`config.mk`:
```
export PLATFORM = sky130hd
export DESIGN_NAME = lcc_div_pipe
export DESIGN_NICKNAME = d
export VERILOG_FILES = /design/src/hdl/lcc_pkg.sv /design/src/hdl/lcc_div_pipe.sv
export SDC_FILE = /design/constraint.sdc
export NUM_CORES = 2
export LEC_CHECK = 0
export BUFFER_PORTS_ARGS = -buffer_cell sky130_fd_sc_hd__buf_4
export CAP_MARGIN = 20
export CORE_ASPECT_RATIO = 0.6
export CORE_MARGIN = 2
export CORE_UTILIZATION = 50
export CTS_BUF_LIST = sky130_fd_sc_hd__clkbuf_8
export DETAILED_ROUTE_END_ITERATION = 8
export PLACE_DENSITY_LB_ADDON = 0.12
export SKIP_CTS_REPAIR_TIMING = 1
export SLEW_MARGIN = 40
export SYNTH_ARGS = -nofsm -noshare
export SYNTH_HDL_FRONTEND = slang
export SYNTH_SLANG_ARGS = --single-unit
```
`constraint.sdc`:
```
create_clock -name clk -period 6.65 [get_ports clk]
set_input_delay 1.995 -clock clk [delete_from_list [all_inputs] [get_ports clk]]
set_output_delay 1.995 -clock clk [all_outputs]
set_load 0.05 [all_outputs]
```
`src/hdl/lcc_pkg.sv`:
```
// Shared types and constants for the 3D line clipper.
// Used by lcc_div_pipe, line_clipper_cube_unit and lcc_checker.
package lcc_pkg;

  localparam int COORD_W = 32;               // Q-format coordinate width
  localparam int DIFF_W  = 34;               // end - start, bound numerators
  localparam int MAG_W   = 33;               // magnitudes of num and den
  localparam int RGB_W   = 24;
  localparam int CH_W    = 8;
  localparam int NAXIS   = 3;
  localparam int NTEST   = 6;
  localparam int T_BITS  = 30;               // clip parameter, 1.0 = 2^T_BITS
  localparam int T_W     = 32;               // signed working width of t

  localparam int DIV_STEP   = 2;             // quotient bits per divider stage
  localparam int DIV_STAGES = T_BITS / DIV_STEP;
  localparam int DIV_LAT    = DIV_STAGES + 1;

  // Split of the difference for the interpolation multiply.
  localparam int LO_W = 17;
  localparam int HI_W = DIFF_W - LO_W;
  localparam int PL_W = T_BITS + 1 + LO_W;
  localparam int PH_W = T_BITS + 2 + HI_W;
  localparam int PC_W = T_BITS + 2 + CH_W + 1;
  localparam int PW   = PH_W + LO_W + 2;

  // Edges from an accepting edge to the edge that takes its result.
  localparam int ACCEPT_TO_DONE = DIV_LAT + 6;

  typedef struct packed {
    logic [MAG_W:0]   rem;
    logic [T_BITS:0]  quo;
    logic [MAG_W-1:0] den;
    logic             over;
  } div_stage_t;

  typedef struct packed {
    logic den_pos;
    logic den_neg;
    logic num_pos;
    logic num_zero;
    logic mism;
  } test_t;

  typedef struct packed {
    logic [NAXIS-1:0][COORD_W-1:0] s;
    logic [NAXIS-1:0][DIFF_W-1:0]  d;
    logic [RGB_W-1:0]              ca;
    logic [RGB_W-1:0]              cb;
    test_t [NTEST-1:0]             tst;
  } side_t;

  typedef struct packed {
    logic                  vis;
    logic signed [T_W-1:0] te;
    logic signed [T_W-1:0] tl;
  } clip_t;

endpackage

```
`src/hdl/lcc_div_pipe.sv`:
```
// Pipelined restoring divider: floor(num * 2^30 / den) for num <= den.
// Flags num > den. Depends on lcc_pkg.
module lcc_div_pipe (
  input  logic                        clk,
  input  logic [lcc_pkg::MAG_W-1:0]   num_mag,
  input  logic [lcc_pkg::MAG_W-1:0]   den_mag,
  output logic [lcc_pkg::T_BITS:0]    quo,
  output logic                        over
);

  localparam int MW = lcc_pkg::MAG_W;
  localparam int TB = lcc_pkg::T_BITS;
  localparam int NS = lcc_pkg::DIV_STAGES;

  lcc_pkg::div_stage_t stg [0:NS];
  lcc_pkg::div_stage_t stg_next [0:NS];

  always_comb begin : step_logic
    logic [MW:0] r;
    logic [TB:0] q;
    logic        ge;
    ge = (num_mag >= den_mag);
    stg_next[0].den  = den_mag;
    stg_next[0].over = ge && (num_mag != den_mag);
    stg_next[0].rem  = ge ? {1'b0, num_mag - den_mag} : {1'b0, num_mag};
    stg_next[0].quo  = {{TB{1'b0}}, ge};
    for (int k = 1; k <= NS; k++) begin
      r = stg[k-1].rem;
      q = stg[k-1].quo;
      for (int j = 0; j < lcc_pkg::DIV_STEP; j++) begin
        r = {r[MW-1:0], 1'b0};
        if (r >= {1'b0, stg[k-1].den}) begin
          r = r - {1'b0, stg[k-1].den};
          q = {q[TB-1:0], 1'b1};
        end else begin
          q = {q[TB-1:0], 1'b0};
        end
      end
      stg_next[k].rem  = r;
      stg_next[k].quo  = q;
      stg_next[k].den  = stg[k-1].den;
      stg_next[k].over = stg[k-1].over;
    end
  end

  always_ff @(posedge clk) begin
    for (int k = 0; k <= NS; k++) begin
      stg[k] <= stg_next[k];
    end
  end

  assign quo  = stg[NS].quo;
  assign over = stg[NS].over;

endmodule

```
==> flow_summary.ini <==
[outcome]
status = complete, no violations

[floorplanning]
initial_core_util = 0.505
rows = 119
dieArea_um2 = 181000
core-area_um2 = 176000
io_pins = 99
die_x_um = 548
fp.dieH_um = 331

[synthesis]
syn-cell-area_um2 = 88900
netlist_instances = 10500
synth_ff_type = dfxtp_1
synthArstFlopShare = 0
syn_avg_cell_area_um2 = 8.46
netlist.area_leader.share = 0.284
synth-seq-cells = 1262
yosysSeqAreaShare = 0.284
synth_edf_count = 0
yosysTopAreaCell = dfxtp_1
synth_cell_types = 101
synthTopCellsByArea = dfxtp_1 28%, ha_1 14%, mux2_2 7.0%, a21oi_1 5.1%, xnor2_1 5.0%
syn-num-nets = 11600
yosys_warnings = 0

[routing]
initialDrtViolationCount = 10100
routed_wl_um = 309000
wl_per_cell_um = 22.9
vias_per_cell = 6.05
dr.pass1.iters = 6
drc_errors = 0
final_antenna_net_count = 0
vias = 81700

[timing]
timing.hold.ws_ns = 0.287
fin_crit_ns = 6.53
finClkSkew_ns = 0.0929
worst_slew_pin_slew_ns = 0.886
timing.final.crit_share = 0.983
clock.fmax_mhz = 153
final_hold_viol_count = 0
finalSetupViolCount = 0
drv_slew = 0
max_slew_margin = 0.403

[clocking]
htreeDepth = 4
clk_latency_ns = 0.96
clk_pin_slew_ns = 0.07
cts_made_buffers = 201
cts_tree = done
clockRootBuffer = clkbuf_8
clk_path_buf_depth = 4
clock_sinks = 1262

[placed_design]
hpwl_um = 253000
io_buffer_count = 98
gp_congestion = 1.01

[global_route]
grt_pass1_wl_um = 456000
grt_max_degree = 47
grt_usage = 0.326
grt_overflow_total = 0
antenna_found_initial = 16
grt_pass1_vias = 73500

[run]
drv_cap = 0

[final_layout]
syn_to_final_growth_pct = 12.6
top_register = stg
top_regs = stg (1262)
drive_gt1_frac = 0.145
largest_reg_flops = 1262
nets = 12100

[critical_path]
cp.arrival_ns = 7.28
worstPathMaxFanout = 35
startpoint_type = register
required_ns = 7.40
setup.worst_path.end_class = register
crit_type = register to register

[min_path]
hold_path.class = register to register
area by class of cell:
class	count	area [µm²]
inverters	844	3180
flip-flops and latches	1262	25300
diodes	8	20.0
repair inverters	1	5.00
repair buffers	502	4180
clock inverters	118	1240
clock buffers	241	3320
multi-input cells	8165	59900
well taps	2359	2950
fillers	16100	75900
routing by layer:
layer	global-route usage	vias up	part of all wire	wire, µm
met5	0	-	0.000042	13
met4	0.0545	2	0.016	4800
met3	0.118	333	0.14	41700
met2	0.381	3924	0.33	102000
met1	0.540	38300	0.52	160000
li1	-	39100	-	-
cell usage after synthesis, types with 29 or more instances:
cell / n
a211o_1: 37
a211oi_1: 121
a21boi_0: 51
a21o_1: 430
a21oi_1: 900
a31o_2: 31
a31oi_1: 97
a41oi_1: 29
and2_1: 68
and3_1: 93
and4_1: 29
buf_2: 31
buf_4: 32
clkbuf_1: 152
dfxtp_1: 1262
ha_1: 1007
inv_1: 833
mux2_2: 555
nand2_1: 719
nand2b_1: 104
nand3_1: 204
nand4_1: 136
nor2_1: 673
nor2b_1: 125
nor3_1: 187
nor4_1: 47
o211ai_1: 89
o21a_1: 168
o21ai_0: 669
o21bai_1: 139
o31a_1: 39
o31ai_1: 110
or2_2: 56
or3_1: 59
xnor2_1: 510
xor2_1: 231
critical path, stage by stage (launching register included):
cell and delay (ns):
dfxtp_1 0.43, inv_1 0.13, ha_1 0.32, nor2b_1 0.15, o31a_1 0.28, nor4b_1 0.36
o31a_1 0.36, nor4_1 0.12, a211o_1 0.37, a2111oi_0 0.49, buf_4 0.22, nor4_1 0.05
nor3_2 0.30, o21ai_0 0.16, ha_1 0.36, nand3_1 0.18, nor4_1 0.45, buf_4 0.21
a41o_1 0.22, nor2_1 0.06, o211ai_1 0.13, a31oi_2 0.16, o211a_1 0.19, buf_12 0.19
o21ai_0 0.44
final timing paths:
path,endpoint,start,slack (ns),cells past startpoint
worst max-delay path,stg[1][377],stg[1][200],0.12,24
worst min register to register,stg[0][236],stg[0][135],0.29,0
worst max register to register,stg[1][377],stg[1][200],0.12,24
worst min-delay path,stg[0][236],stg[0][135],0.29,0
layout by cell type, fill, tap and decap left out, types with 58 or more instances in the layout:
master / netlist / routed
xnor2_1: 510 / 510
o31ai_1: 110 / 105
o21ai_0: 669 / 657
xor2_1: 231 / 231
inv_1: 833 / 863
a21o_1: 430 / 430
o211ai_1: 89 / 89
nor3_1: 187 / 185
nand4_1: 136 / 136
nand3_1: 204 / 202
a31oi_1: 97 / 93
and2_1: 68 / 68
a21oi_1: 900 / 891
or3_1: 59 / 58
nand2_1: 719 / 718
clkbuf_8: 0 / 241
ha_1: 1007 / 1002
o21bai_1: 139 / 139
mux2_2: 555 / 555
o21a_1: 168 / 168
nor2b_1: 125 / 124
nand2b_1: 104 / 103
buf_4: 32 / 467
dfxtp_1: 1262 / 1251
nor2_1: 673 / 668
a211oi_1: 121 / 112
and3_1: 93 / 93
kinds of logic after synthesis:
logic type / synth area share
buf+inv: 0.0477
mux: 0.0737
xor+xnor: 0.0730
flops: 0.284
compound gates: 0.237
simple gates: 0.139
fa+ha+maj: 0.145
metrics by stage:
| step | util | setup TNS [ns] | std cells | area (µm²) | setup WS (ns) |
|---|---|---|---|---|---|
| global route | 0.569 | -0.151 | 13500 | 100000 | -0.0418 |
| detailed placement | 0.539 | -9.27 | 13100 | 94900 | -0.313 |
| floorplan | - | 0 | 10500 | 88900 | 0.100 |
| CTS | 0.565 | -13.19 | 13500 | 99400 | -0.406 |
| global placement | 0.539 | -7.78 | 13100 | 94900 | -0.243 |
| finish | 0.569 | 0 | 13500 | 100000 | 0.115 |
Power is left out: the tool's default activity adds up to more than one toggle a clock period on the data nets, which glitch-free logic cannot reach.
